$ cat src/design/bst_pkg.sv
`default_nettype none
package bst_pkg;
	// result kinds
	localparam logic KIND_INDEX = 1'b0;
	localparam logic KIND_BYTE  = 1'b1;

	// controller commands to the datapath
	typedef struct packed {
		logic store;      // write input byte at fill position
		logic clr_fill;   // block done: fill count, overflow, i and primary index back to zero
		logic ins_init;   // start insertion of rotation i: j=i
		logic cmp_init;   // start compare of rotation i vs sorted[j-1]
		logic cmp_step;   // advance compare by one byte
		logic shift;      // sorted[j] = sorted[j-1], j--
		logic place;      // sorted[j] = i, i++
		logic rd_sorted;  // read sorted[k]
		logic rd_byte;    // read block byte before registered start
		logic k_clr;
		logic k_inc;
		logic pos_chk;    // compare sorted start with target
	} bst_cmd_t;

	typedef struct packed {
		logic i_done;     // i == n
		logic j_zero;
		logic cmp_less;   // compare finished: rotation i < sorted[j-1]
		logic cmp_done;   // compare finished (any result)
		logic k_last;     // k == n-1
	} bst_sts_t;
endpackage
`default_nettype wire

$ cat src/design/bst_ram.sv
`default_nettype none
module bst_ram #(
	parameter int WIDTH = 8,
	parameter int DEPTH = 63
) (
	input  wire logic                     clk,
	input  wire logic                     we,
	input  wire logic [$clog2(DEPTH)-1:0] waddr,
	input  wire logic [WIDTH-1:0]         wdata,
	input  wire logic [$clog2(DEPTH)-1:0] raddr,
	output logic      [WIDTH-1:0]         rdata
);
	logic [WIDTH-1:0] mem [DEPTH];

	always_ff @(posedge clk) begin
		if (we) mem[waddr] <= wdata;
		rdata <= mem[raddr];
	end
endmodule
`default_nettype wire

$ cat src/design/bst_datapath.sv
`default_nettype none
module bst_datapath #(
	parameter int BLOCK_MAX = 63
) (
	input  wire logic              clk,
	input  wire logic              arst_n,
	input  wire bst_pkg::bst_cmd_t cmd,
	output bst_pkg::bst_sts_t      sts,
	input  wire logic [7:0]        in_byte,
	output logic [7:0]             byte_out,
	output logic [7:0]             pos_out,
	output logic                   ovf_out
);
	import bst_pkg::*;

	localparam int AW = $clog2(BLOCK_MAX + 1);

	logic [AW-1:0] fill_q, i_q, j_q, k_q, pos_q, pa_q, pb_q, cnt_q;
	logic          ovf_q;
	logic [AW-1:0] n;

	// two block ports needed in a compare step: two RAM copies
	logic          bwe;
	logic [AW-1:0] bwa, bra, brb;
	logic [7:0]    bda, bdb;
	logic          swe;
	logic [AW-1:0] swa, sra, swd;
	logic [AW-1:0] sdo;

	assign n = fill_q;

	// pointer after wrap
	function automatic logic [AW-1:0] nxt(input logic [AW-1:0] p, input logic [AW-1:0] m);
		nxt = (p + AW'(1) >= m) ? '0 : p + AW'(1);
	endfunction

	assign bwe = cmd.store && (fill_q < AW'(BLOCK_MAX));
	assign bwa = fill_q;

	// block read addresses: compare pointers, or byte before the sorted start
	always_comb begin
		bra = pa_q;
		brb = pb_q;
		if (cmd.rd_byte) bra = (sdo == '0) ? n - AW'(1) : sdo - AW'(1);
		if (cmd.cmp_init) begin
			bra = i_q;
			brb = sdo;
		end else if (cmd.cmp_step) begin
			bra = nxt(pa_q, n);
			brb = nxt(pb_q, n);
		end
	end

	bst_ram #(.WIDTH(8), .DEPTH(BLOCK_MAX)) u_blk_a (.clk(clk), .we(bwe),
		.waddr(bwa[$clog2(BLOCK_MAX)-1:0]), .wdata(in_byte),
		.raddr(bra[$clog2(BLOCK_MAX)-1:0]), .rdata(bda));
	bst_ram #(.WIDTH(8), .DEPTH(BLOCK_MAX)) u_blk_b (.clk(clk), .we(bwe),
		.waddr(bwa[$clog2(BLOCK_MAX)-1:0]), .wdata(in_byte),
		.raddr(brb[$clog2(BLOCK_MAX)-1:0]), .rdata(bdb));

	// sorted-start store: one read address, one write
	always_comb begin
		swe = cmd.shift || cmd.place;
		swa = j_q;
		swd = cmd.shift ? sdo : i_q;
		sra = cmd.rd_sorted ? k_q : j_q - AW'(1);
		if (cmd.shift) sra = j_q - AW'(2);
	end

	bst_ram #(.WIDTH(AW), .DEPTH(BLOCK_MAX)) u_srt (.clk(clk), .we(swe),
		.waddr(swa[$clog2(BLOCK_MAX)-1:0]), .wdata(swd),
		.raddr(sra[$clog2(BLOCK_MAX)-1:0]), .rdata(sdo));

	// compare status: data of current step is in bda/bdb
	assign sts.i_done    = i_q == n;
	assign sts.j_zero    = j_q == '0;
	assign sts.cmp_done  = (bda != bdb) || (cnt_q + AW'(1) >= n);
	assign sts.cmp_less  = bda < bdb;
	assign sts.k_last    = k_q == n - AW'(1);

	assign byte_out = bda;
	assign pos_out  = 8'((pos_q == '0) ? AW'(1) : pos_q);
	assign ovf_out  = ovf_q;

	// counters and pointers
	always_ff @(posedge clk or negedge arst_n) begin
		if (!arst_n) begin
			fill_q <= '0; ovf_q <= 1'b0; i_q <= '0; j_q <= '0; k_q <= '0;
			pos_q <= '0; pa_q <= '0; pb_q <= '0; cnt_q <= '0;
		end else begin
			if (cmd.store) begin
				if (fill_q < AW'(BLOCK_MAX)) fill_q <= fill_q + AW'(1);
				else ovf_q <= 1'b1;
			end
			if (cmd.clr_fill) begin
				fill_q <= '0; ovf_q <= 1'b0; i_q <= '0; pos_q <= '0;
			end
			if (cmd.ins_init) j_q <= i_q;
			if (cmd.cmp_init) begin
				pa_q <= i_q; pb_q <= sdo; cnt_q <= '0;
			end
			if (cmd.cmp_step) begin
				pa_q <= nxt(pa_q, n); pb_q <= nxt(pb_q, n); cnt_q <= cnt_q + AW'(1);
			end
			if (cmd.shift) j_q <= j_q - AW'(1);
			if (cmd.place) i_q <= i_q + AW'(1);
			if (cmd.k_clr) k_q <= '0;
			if (cmd.k_inc) k_q <= k_q + AW'(1);
			// primary index: first match of target
			if (cmd.pos_chk && sdo == ((n > AW'(1)) ? AW'(1) : AW'(0)) && pos_q == '0)
				pos_q <= k_q;
		end
	end
endmodule
`default_nettype wire

$ cat src/design/bst_ctrl.sv
`default_nettype none
module bst_ctrl (
	input  wire logic              clk,
	input  wire logic              arst_n,
	input  wire logic              s_tvalid,
	output logic                   s_tready,
	input  wire logic              s_tlast,
	input  wire bst_pkg::bst_sts_t sts,
	output bst_pkg::bst_cmd_t      cmd,
	output logic                   emit_idx,
	output logic                   emit_byte,
	output logic                   emit_last,
	input  wire logic              out_free
);
	import bst_pkg::*;

	localparam logic [3:0] ST_LOAD  = 4'd0;
	localparam logic [3:0] ST_INS   = 4'd1;
	localparam logic [3:0] ST_RDJ   = 4'd2;
	localparam logic [3:0] ST_CINIT = 4'd3;
	localparam logic [3:0] ST_CMP   = 4'd4;
	localparam logic [3:0] ST_POSR  = 4'd5;
	localparam logic [3:0] ST_POSC  = 4'd6;
	localparam logic [3:0] ST_PIDX  = 4'd7;
	localparam logic [3:0] ST_ORD   = 4'd8;
	localparam logic [3:0] ST_OBR   = 4'd9;
	localparam logic [3:0] ST_OEMIT = 4'd10;
	localparam logic [3:0] ST_SHW   = 4'd11;

	logic [3:0] state_q, state_d;

	always_comb begin
		state_d   = state_q;
		cmd       = '0;
		s_tready  = 1'b0;
		emit_idx  = 1'b0;
		emit_byte = 1'b0;
		emit_last = 1'b0;
		case (state_q)
			ST_LOAD: begin
				s_tready = 1'b1;
				if (s_tvalid) begin
					cmd.store = 1'b1;
					if (s_tlast) state_d = ST_INS;
				end
			end
			// insertion sort, one rotation at a time
			ST_INS: begin
				if (sts.i_done) begin
					cmd.k_clr = 1'b1;
					state_d = ST_POSR;
				end else begin
					cmd.ins_init = 1'b1;
					state_d = ST_RDJ;
				end
			end
			ST_RDJ: begin
				if (sts.j_zero) begin
					cmd.place = 1'b1;
					state_d = ST_INS;
				end else state_d = ST_CINIT;
			end
			ST_CINIT: begin
				cmd.cmp_init = 1'b1;
				state_d = ST_CMP;
			end
			ST_CMP: begin
				if (sts.cmp_done) begin
					if (sts.cmp_less) begin
						cmd.shift = 1'b1;
						state_d = ST_SHW;
					end else begin
						cmd.place = 1'b1;
						state_d = ST_INS;
					end
				end else cmd.cmp_step = 1'b1;
			end
			// shift done; sorted[j-1] for new j is read now
			ST_SHW: state_d = ST_RDJ;
			// search primary index
			ST_POSR: begin
				cmd.rd_sorted = 1'b1;
				state_d = ST_POSC;
			end
			ST_POSC: begin
				cmd.pos_chk = 1'b1;
				if (sts.k_last) state_d = ST_PIDX;
				else begin
					cmd.k_inc = 1'b1;
					state_d = ST_POSR;
				end
			end
			ST_PIDX: begin
				if (out_free) begin
					emit_idx = 1'b1;
					cmd.k_clr = 1'b1;
					state_d = ST_ORD;
				end
			end
			ST_ORD: begin
				cmd.rd_sorted = 1'b1;
				state_d = ST_OBR;
			end
			ST_OBR: begin
				cmd.rd_sorted = 1'b1;
				cmd.rd_byte = 1'b1;
				state_d = ST_OEMIT;
			end
			// keep both reads on the same address while the output waits
			ST_OEMIT: begin
				cmd.rd_sorted = 1'b1;
				cmd.rd_byte = 1'b1;
				if (out_free) begin
					emit_byte = 1'b1;
					emit_last = sts.k_last;
					if (sts.k_last) begin
						cmd.clr_fill = 1'b1;
						state_d = ST_LOAD;
					end else begin
						cmd.k_inc = 1'b1;
						state_d = ST_ORD;
					end
				end
			end
			default: state_d = ST_LOAD;
		endcase
	end

	always_ff @(posedge clk or negedge arst_n) begin
		if (!arst_n) state_q <= ST_LOAD;
		else state_q <= state_d;
	end
endmodule
`default_nettype wire

$ cat src/design/block_sorting_transform.sv
// Block sorting transform: loads up to BLOCK_MAX bytes (one per cycle), then
// sorts rotations by insertion sort with a byte-serial compare (one byte per
// cycle over two block RAM ports), then searches the primary index. Output:
// primary index, then N bytes; the next block is accepted after the last result.
// Reset (arst_n low) returns to loading with an empty block; RAM is not cleared.
`default_nettype none
module block_sorting_transform #(
	parameter int BLOCK_MAX = 63
) (
	input  wire logic        clk,
	input  wire logic        arst_n,
	input  wire logic        s_tvalid,
	output logic             s_tready,
	input  wire logic [7:0]  s_tdata,  // [7:0] data_byte
	input  wire logic        s_tlast,  // block_end
	output logic             m_tvalid,
	input  wire logic        m_tready,
	output logic [7:0]       m_tdata,  // [7:0] item_value
	output logic [1:0]       m_tuser,  // [0] item_kind, [1] overflow
	output logic             m_tlast   // run_end
);
	import bst_pkg::*;

	bst_cmd_t   cmd;
	bst_sts_t   sts;
	logic [7:0] byte_out, pos_out;
	logic       ovf_out, emit_idx, emit_byte, emit_last, out_free;

	logic       vld_q, kind_q, ovf_q, last_q;
	logic [7:0] val_q;

	assign out_free = !vld_q || m_tready;

	bst_ctrl u_ctrl (.clk(clk), .arst_n(arst_n), .s_tvalid(s_tvalid), .s_tready(s_tready),
		.s_tlast(s_tlast), .sts(sts), .cmd(cmd), .emit_idx(emit_idx),
		.emit_byte(emit_byte), .emit_last(emit_last), .out_free(out_free));

	bst_datapath #(.BLOCK_MAX(BLOCK_MAX)) u_dp (.clk(clk), .arst_n(arst_n), .cmd(cmd),
		.sts(sts), .in_byte(s_tdata), .byte_out(byte_out), .pos_out(pos_out),
		.ovf_out(ovf_out));

	// output register
	always_ff @(posedge clk or negedge arst_n) begin
		if (!arst_n) vld_q <= 1'b0;
		else if (emit_idx || emit_byte) vld_q <= 1'b1;
		else if (m_tready) vld_q <= 1'b0;
	end

	always_ff @(posedge clk) begin
		if (emit_idx || emit_byte) begin
			kind_q <= emit_byte ? KIND_BYTE : KIND_INDEX;
			val_q  <= emit_byte ? byte_out : pos_out;
			ovf_q  <= ovf_out;
			last_q <= emit_last;
		end
	end

	assign m_tvalid = vld_q;
	assign m_tdata  = val_q;
	assign m_tuser  = {ovf_q, kind_q};
	assign m_tlast  = last_q;

	// no new result may overwrite one still waiting
	a_no_overwrite: assert property (@(posedge clk) disable iff (!arst_n)
		(m_tvalid && !m_tready) |-> !(emit_idx || emit_byte))
		else $error("result overwritten");
	// no input accepted while results are produced
	a_no_load_while_emit: assert property (@(posedge clk) disable iff (!arst_n)
		(emit_idx || emit_byte) |-> !s_tready)
		else $error("input accepted during output");
	// a last result is a transformed byte
	a_last_is_byte: assert property (@(posedge clk) disable iff (!arst_n)
		(m_tvalid && m_tlast) |-> (m_tuser[0] == KIND_BYTE))
		else $error("run end on index");
endmodule
`default_nettype wire
$ cat config.mk
export PLATFORM = sky130hd
export DESIGN_NAME = block_sorting_transform
export DESIGN_NICKNAME = d
export VERILOG_FILES = /design/src/design/bst_pkg.sv /design/src/design/bst_ram.sv /design/src/design/bst_datapath.sv /design/src/design/bst_ctrl.sv /design/src/design/block_sorting_transform.sv
export SDC_FILE = /design/constraint.sdc
export NUM_CORES = 2
export LEC_CHECK = 0
export BUFFER_PORTS_ARGS = -buffer_cell sky130_fd_sc_hd__buf_2
export CORE_MARGIN = 8
export CORE_UTILIZATION = 55
export DETAILED_ROUTE_END_ITERATION = 16
export HOLD_SLACK_MARGIN = 0.02
export MAX_ROUTING_LAYER = met4
export PLACE_DENSITY_LB_ADDON = 0.2
export SYNTH_ARGS = -nofsm -noshare
export SYNTH_HDL_FRONTEND = slang
export SYNTH_SLANG_ARGS = --single-unit
$ cat constraint.sdc
create_clock -name clk -period 7.2 [get_ports clk]
set_input_delay 0.36 -clock clk [delete_from_list [all_inputs] [get_ports clk]]
set_output_delay 0.36 -clock clk [all_outputs]
set_load 0.02 [all_outputs]
==> impl_metrics.json <==
{
  "cap_violations": 0,
  "tightest_slew_ns": 1.22,
  "ys_seq_elements": 969,
  "gp_congestion": 0.986,
  "clock_sinks": 969,
  "min_period_over_period_pct": 80.5,
  "slew_viol_final": 0,
  "switchingPower_w": 0.0120,
  "relSlewSlack_pct": 18.6,
  "grt_use_total_pct": 30.0,
  "postCtsSetupBuffers": 0,
  "synth_cell_types": 81,
  "synth.area.mux_share_pct": 4.42,
  "synth_edf_count": 893,
  "grt_setup_unrepaired": "no",
  "cts_buffer_depth": 3,
  "insertion_delay_ns": 0.69,
  "die_area_sq_um": 91600,
  "yosysWarningCount": 0,
  "combPwrFrac_pct": 51.4,
  "swShare_pct": 46.6,
  "hpwl_microns": 85600,
  "cts_resized": 0,
  "port_buffers": 25,
  "seqPwrFrac_pct": 28.3,
  "vias": 33416,
  "die_h_microns": 303,
  "arrival_ns": 6.34,
  "grt_pass1_vias": 31700,
  "grt_max_degree": 130,
  "p_per_area_nw_per_um2": 519,
  "die_w_microns": 303,
  "final_hold_viol_count": 0,
  "p_leak_nw": 17.0,
  "finalSetupTns_ns": 0,
  "crit_type": "register to register",
  "synth_simple_gate_area_share_pct": 16.9,
  "internal-power_w": 0.0137,
  "final_cell_mix": "nand2_1 (904), edfxtp_1 (893), nand3_1 (301)",
  "async_flop_share_pct": 5.57,
  "fin_nets": 3892,
  "syn_avg_cell_area_sq_um": 11.5,
  "drtPass1Iterations": 6,
  "synth_flop_cell": "edfxtp_1",
  "end_kind": "register",
  "synth-xor-area-share_pct": 0.659,
  "cts-root-buf": "clkbuf_16",
  "numCtsBuffers": 99,
  "io-pin-count": 26,
  "yosys.area_share.adder_pct": 1.13,
  "syn_to_final_growth_pct": 9.63,
  "finalClockSkew_ns": 0.0707,
  "num_rows": 105,
  "drive_gt1_share_pct": 8.82,
  "antenna_found_initial": 4,
  "coreArea_sq_um": 81700,
  "drc": 0,
  "power_frac_clock_pct": 20.4,
  "grt_pass1_wl_microns": 202000,
  "status": "finished clean",
  "start_util_pct": 55.3,
  "worstHoldPathType": "input pin to register",
  "synth_nets": 3974,
  "antenna_left": 0,
  "utilization_pct": 60.6,
  "setup_viol": 0,
  "cts_tree": "built",
  "finalCriticalPeriod_ns": 5.79,
  "synth_area_sq_um": 45200,
  "drt-total-wl_microns": 136000,
  "via_per_inst": 6.68,
  "ys_seq_area_share_pct": 63.3,
  "synth_top_family_by_area": "simple AND/OR/NAND/NOR gates",
  "routedWlPerCell_microns": 27.2,
  "ir_drop_v": 0.000506,
  "overflow": 0,
  "path_clk_slew_ns": 0.06,
  "layout_commonest_cell": "nand2_1",
  "syn_inst": 3920,
  "start_kind": "register",
  "fmax_mhz": 173,
  "htreeDepth": 3,
  "ctsHoldBuffers": 1,
  "cp.required_ns": 7.74,
  "drtIter0Drc": 5175,
  "synth-compound-area-share_pct": 10.8,
  "worstPathMaxFanout": 17
}
==> cell type report <==
class	instances	area, sq um
fillers	6425	32200
clock buffers	134	2700
inverters	37	144
well taps	1070	1340
diodes	5	12.5
clock inverters	53	619
flip-flops and latches	969	28600
multi-input cells	2642	15400
repair buffers	89	696
==> stage by stage <==
| step | cell area (sq um) | total power, W | hold slack, ns | worst slack, ns | std cells |
|---|---|---|---|---|---|
| 5_1_grt | 49600 | 0.0268 | 0.140 | 1.21 | 4998 |
| 2_1_floorplan | 45200 | 0.0158 | 0.0644 | 1.79 | 3920 |
| 4_1_cts | 49500 | 0.0254 | 0.0641 | 1.61 | 4994 |
| 3_3_place_gp | 46200 | 0.0200 | 0.455 | 1.79 | 4804 |
| 6_report | 49600 | 0.0257 | 0.0904 | 1.41 | 4999 |
| 3_5_place_dp | 46200 | 0.0202 | 0.478 | 1.68 | 4806 |
==> power groups by stage <==
stage | Sequential [W] | Combinational, W | Clock (W)
after CTS | 0.00724 | 0.0129 | 0.00525
after floorplan | 0.00709 | 0.00871 | 0
final | 0.00727 | 0.0132 | 0.00524
after detailed placement | 0.00736 | 0.0128 | 0
after global routing | 0.00728 | 0.0140 | 0.00548
after global placement | 0.00736 | 0.0127 | 0
==> sequential cells by signal, summed over array words and instances (netlist names) <==
name / flops
u_dp.u_blk_b.mem: 504
u_dp.u_srt.mem: 378
m_tdata: 8
u_dp.u_blk_a.rdata: 8
u_dp.u_blk_b.rdata: 8
u_dp.bwa: 6
u_dp.cnt_q: 6
u_dp.i_q: 6
u_dp.j_q: 6
u_dp.k_q: 6
u_dp.pa_q: 6
u_dp.pb_q: 6
u_dp.pos_q: 6
u_dp.u_srt.rdata: 6
u_ctrl.state_q: 4
kind_q: 1
m_tlast: 1
m_tvalid: 1
ovf_q: 1
u_dp.ovf_out: 1
==> cell families (layout without fill, tap and decap cells) <==
| kind of cell | Yosys count | count (layout) |
|---|---|---|
| AOI/OAI and AO/OA | 706 | 706 |
| xor gates and xnor gates | 34 | 34 |
| adders and majority gates | 41 | 41 |
| buffers and inverters | 309 | 313 |
| DFF | 969 | 969 |
| muxes | 143 | 143 |
| other | 0 | 5 |
| and+or+nand+nor | 1718 | 1718 |
==> final timing paths <==
path / from / end / slack [ns] / cells past startpoint
setup / recovery: u_dp.cnt_q[0] / u_dp.u_blk_b.rdata[3] / 1.41 / 16
hold reg to reg: u_dp.ovf_out / ovf_q / 0.49 / 0
setup reg to reg: u_dp.cnt_q[0] / u_dp.u_blk_b.rdata[3] / 1.41 / 16
max in group asynchronous: arst_n / u_dp.pb_q[1] / 6.34 / 3
min in group asynchronous: arst_n / u_dp.k_q[4] / 0.35 / 3
hold / removal: m_tready / u_ctrl.state_q[3] / 0.09 / 4
==> metal layers <==
| layer | track usage, % | vias up | wire length [microns] |
|---|---|---|---|
| met2 | 45.3 | 2180 | 61800 |
| met4 | 11.1 | 0 | 6040 |
| met1 | 40.4 | 16312 | 53400 |
| met3 | 5.96 | 403 | 14600 |
| met5 | - | - | 0 |
| li1 | - | 14521 | - |
==> cells in the mapped netlist, drive strengths merged, types with 9 or more instances <==
master / instances / area share [%]
and2: 63 / 0.87
inv: 33 / 0.27
xor2: 11 / 0.21
a211oi: 88 / 1.5
buf: 122 / 1.3
a31oi: 85 / 1.2
o211ai: 34 / 0.56
a22oi: 28 / 0.46
mux4: 43 / 2.1
a32oi: 10 / 0.19
or3: 20 / 0.28
mux2i: 77 / 1.7
o22ai: 32 / 0.44
nand2b: 18 / 0.25
a221oi: 12 / 0.23
a21boi: 13 / 0.22
clkbuf: 150 / 1.2
a2111oi: 18 / 0.35
o2111ai: 19 / 0.38
nor4: 23 / 0.32
xnor2: 23 / 0.45
ha: 41 / 1.1
o311ai: 11 / 0.21
a21o: 10 / 0.17
dfxtp: 22 / 0.97
nand2: 911 / 7.6
a311oi: 60 / 1.2
or4: 15 / 0.25
mux2: 23 / 0.57
o21ai: 65 / 0.72
nor3: 35 / 0.41
and3: 64 / 0.89
o31a: 9 / 0.17
edfxtp: 893 / 59
nand3: 301 / 3.3
dfrtp: 54 / 3.0
nor2b: 10 / 0.14
nor2: 202 / 1.7
nand4: 32 / 0.44
a21oi: 156 / 1.7
==> critical path, cell delays in order (launching register included) <==
cell and delay, ns:
dfrtp_1 0.41, ha_1 0.26, nand3_1 0.12, xnor2_1 0.23
ha_1 0.29, a21o_1 0.16, a21oi_1 0.21, o2111ai_2 0.46
o21bai_1 0.32, a32o_1 0.31, a21oi_4 0.47, inv_2 0.37
nor2_2 0.83, o2111ai_1 0.36, nand3_1 0.18, a21oi_1 0.10
or4_1 0.54
No activity file was read; power rests on OpenSTA's default activity.
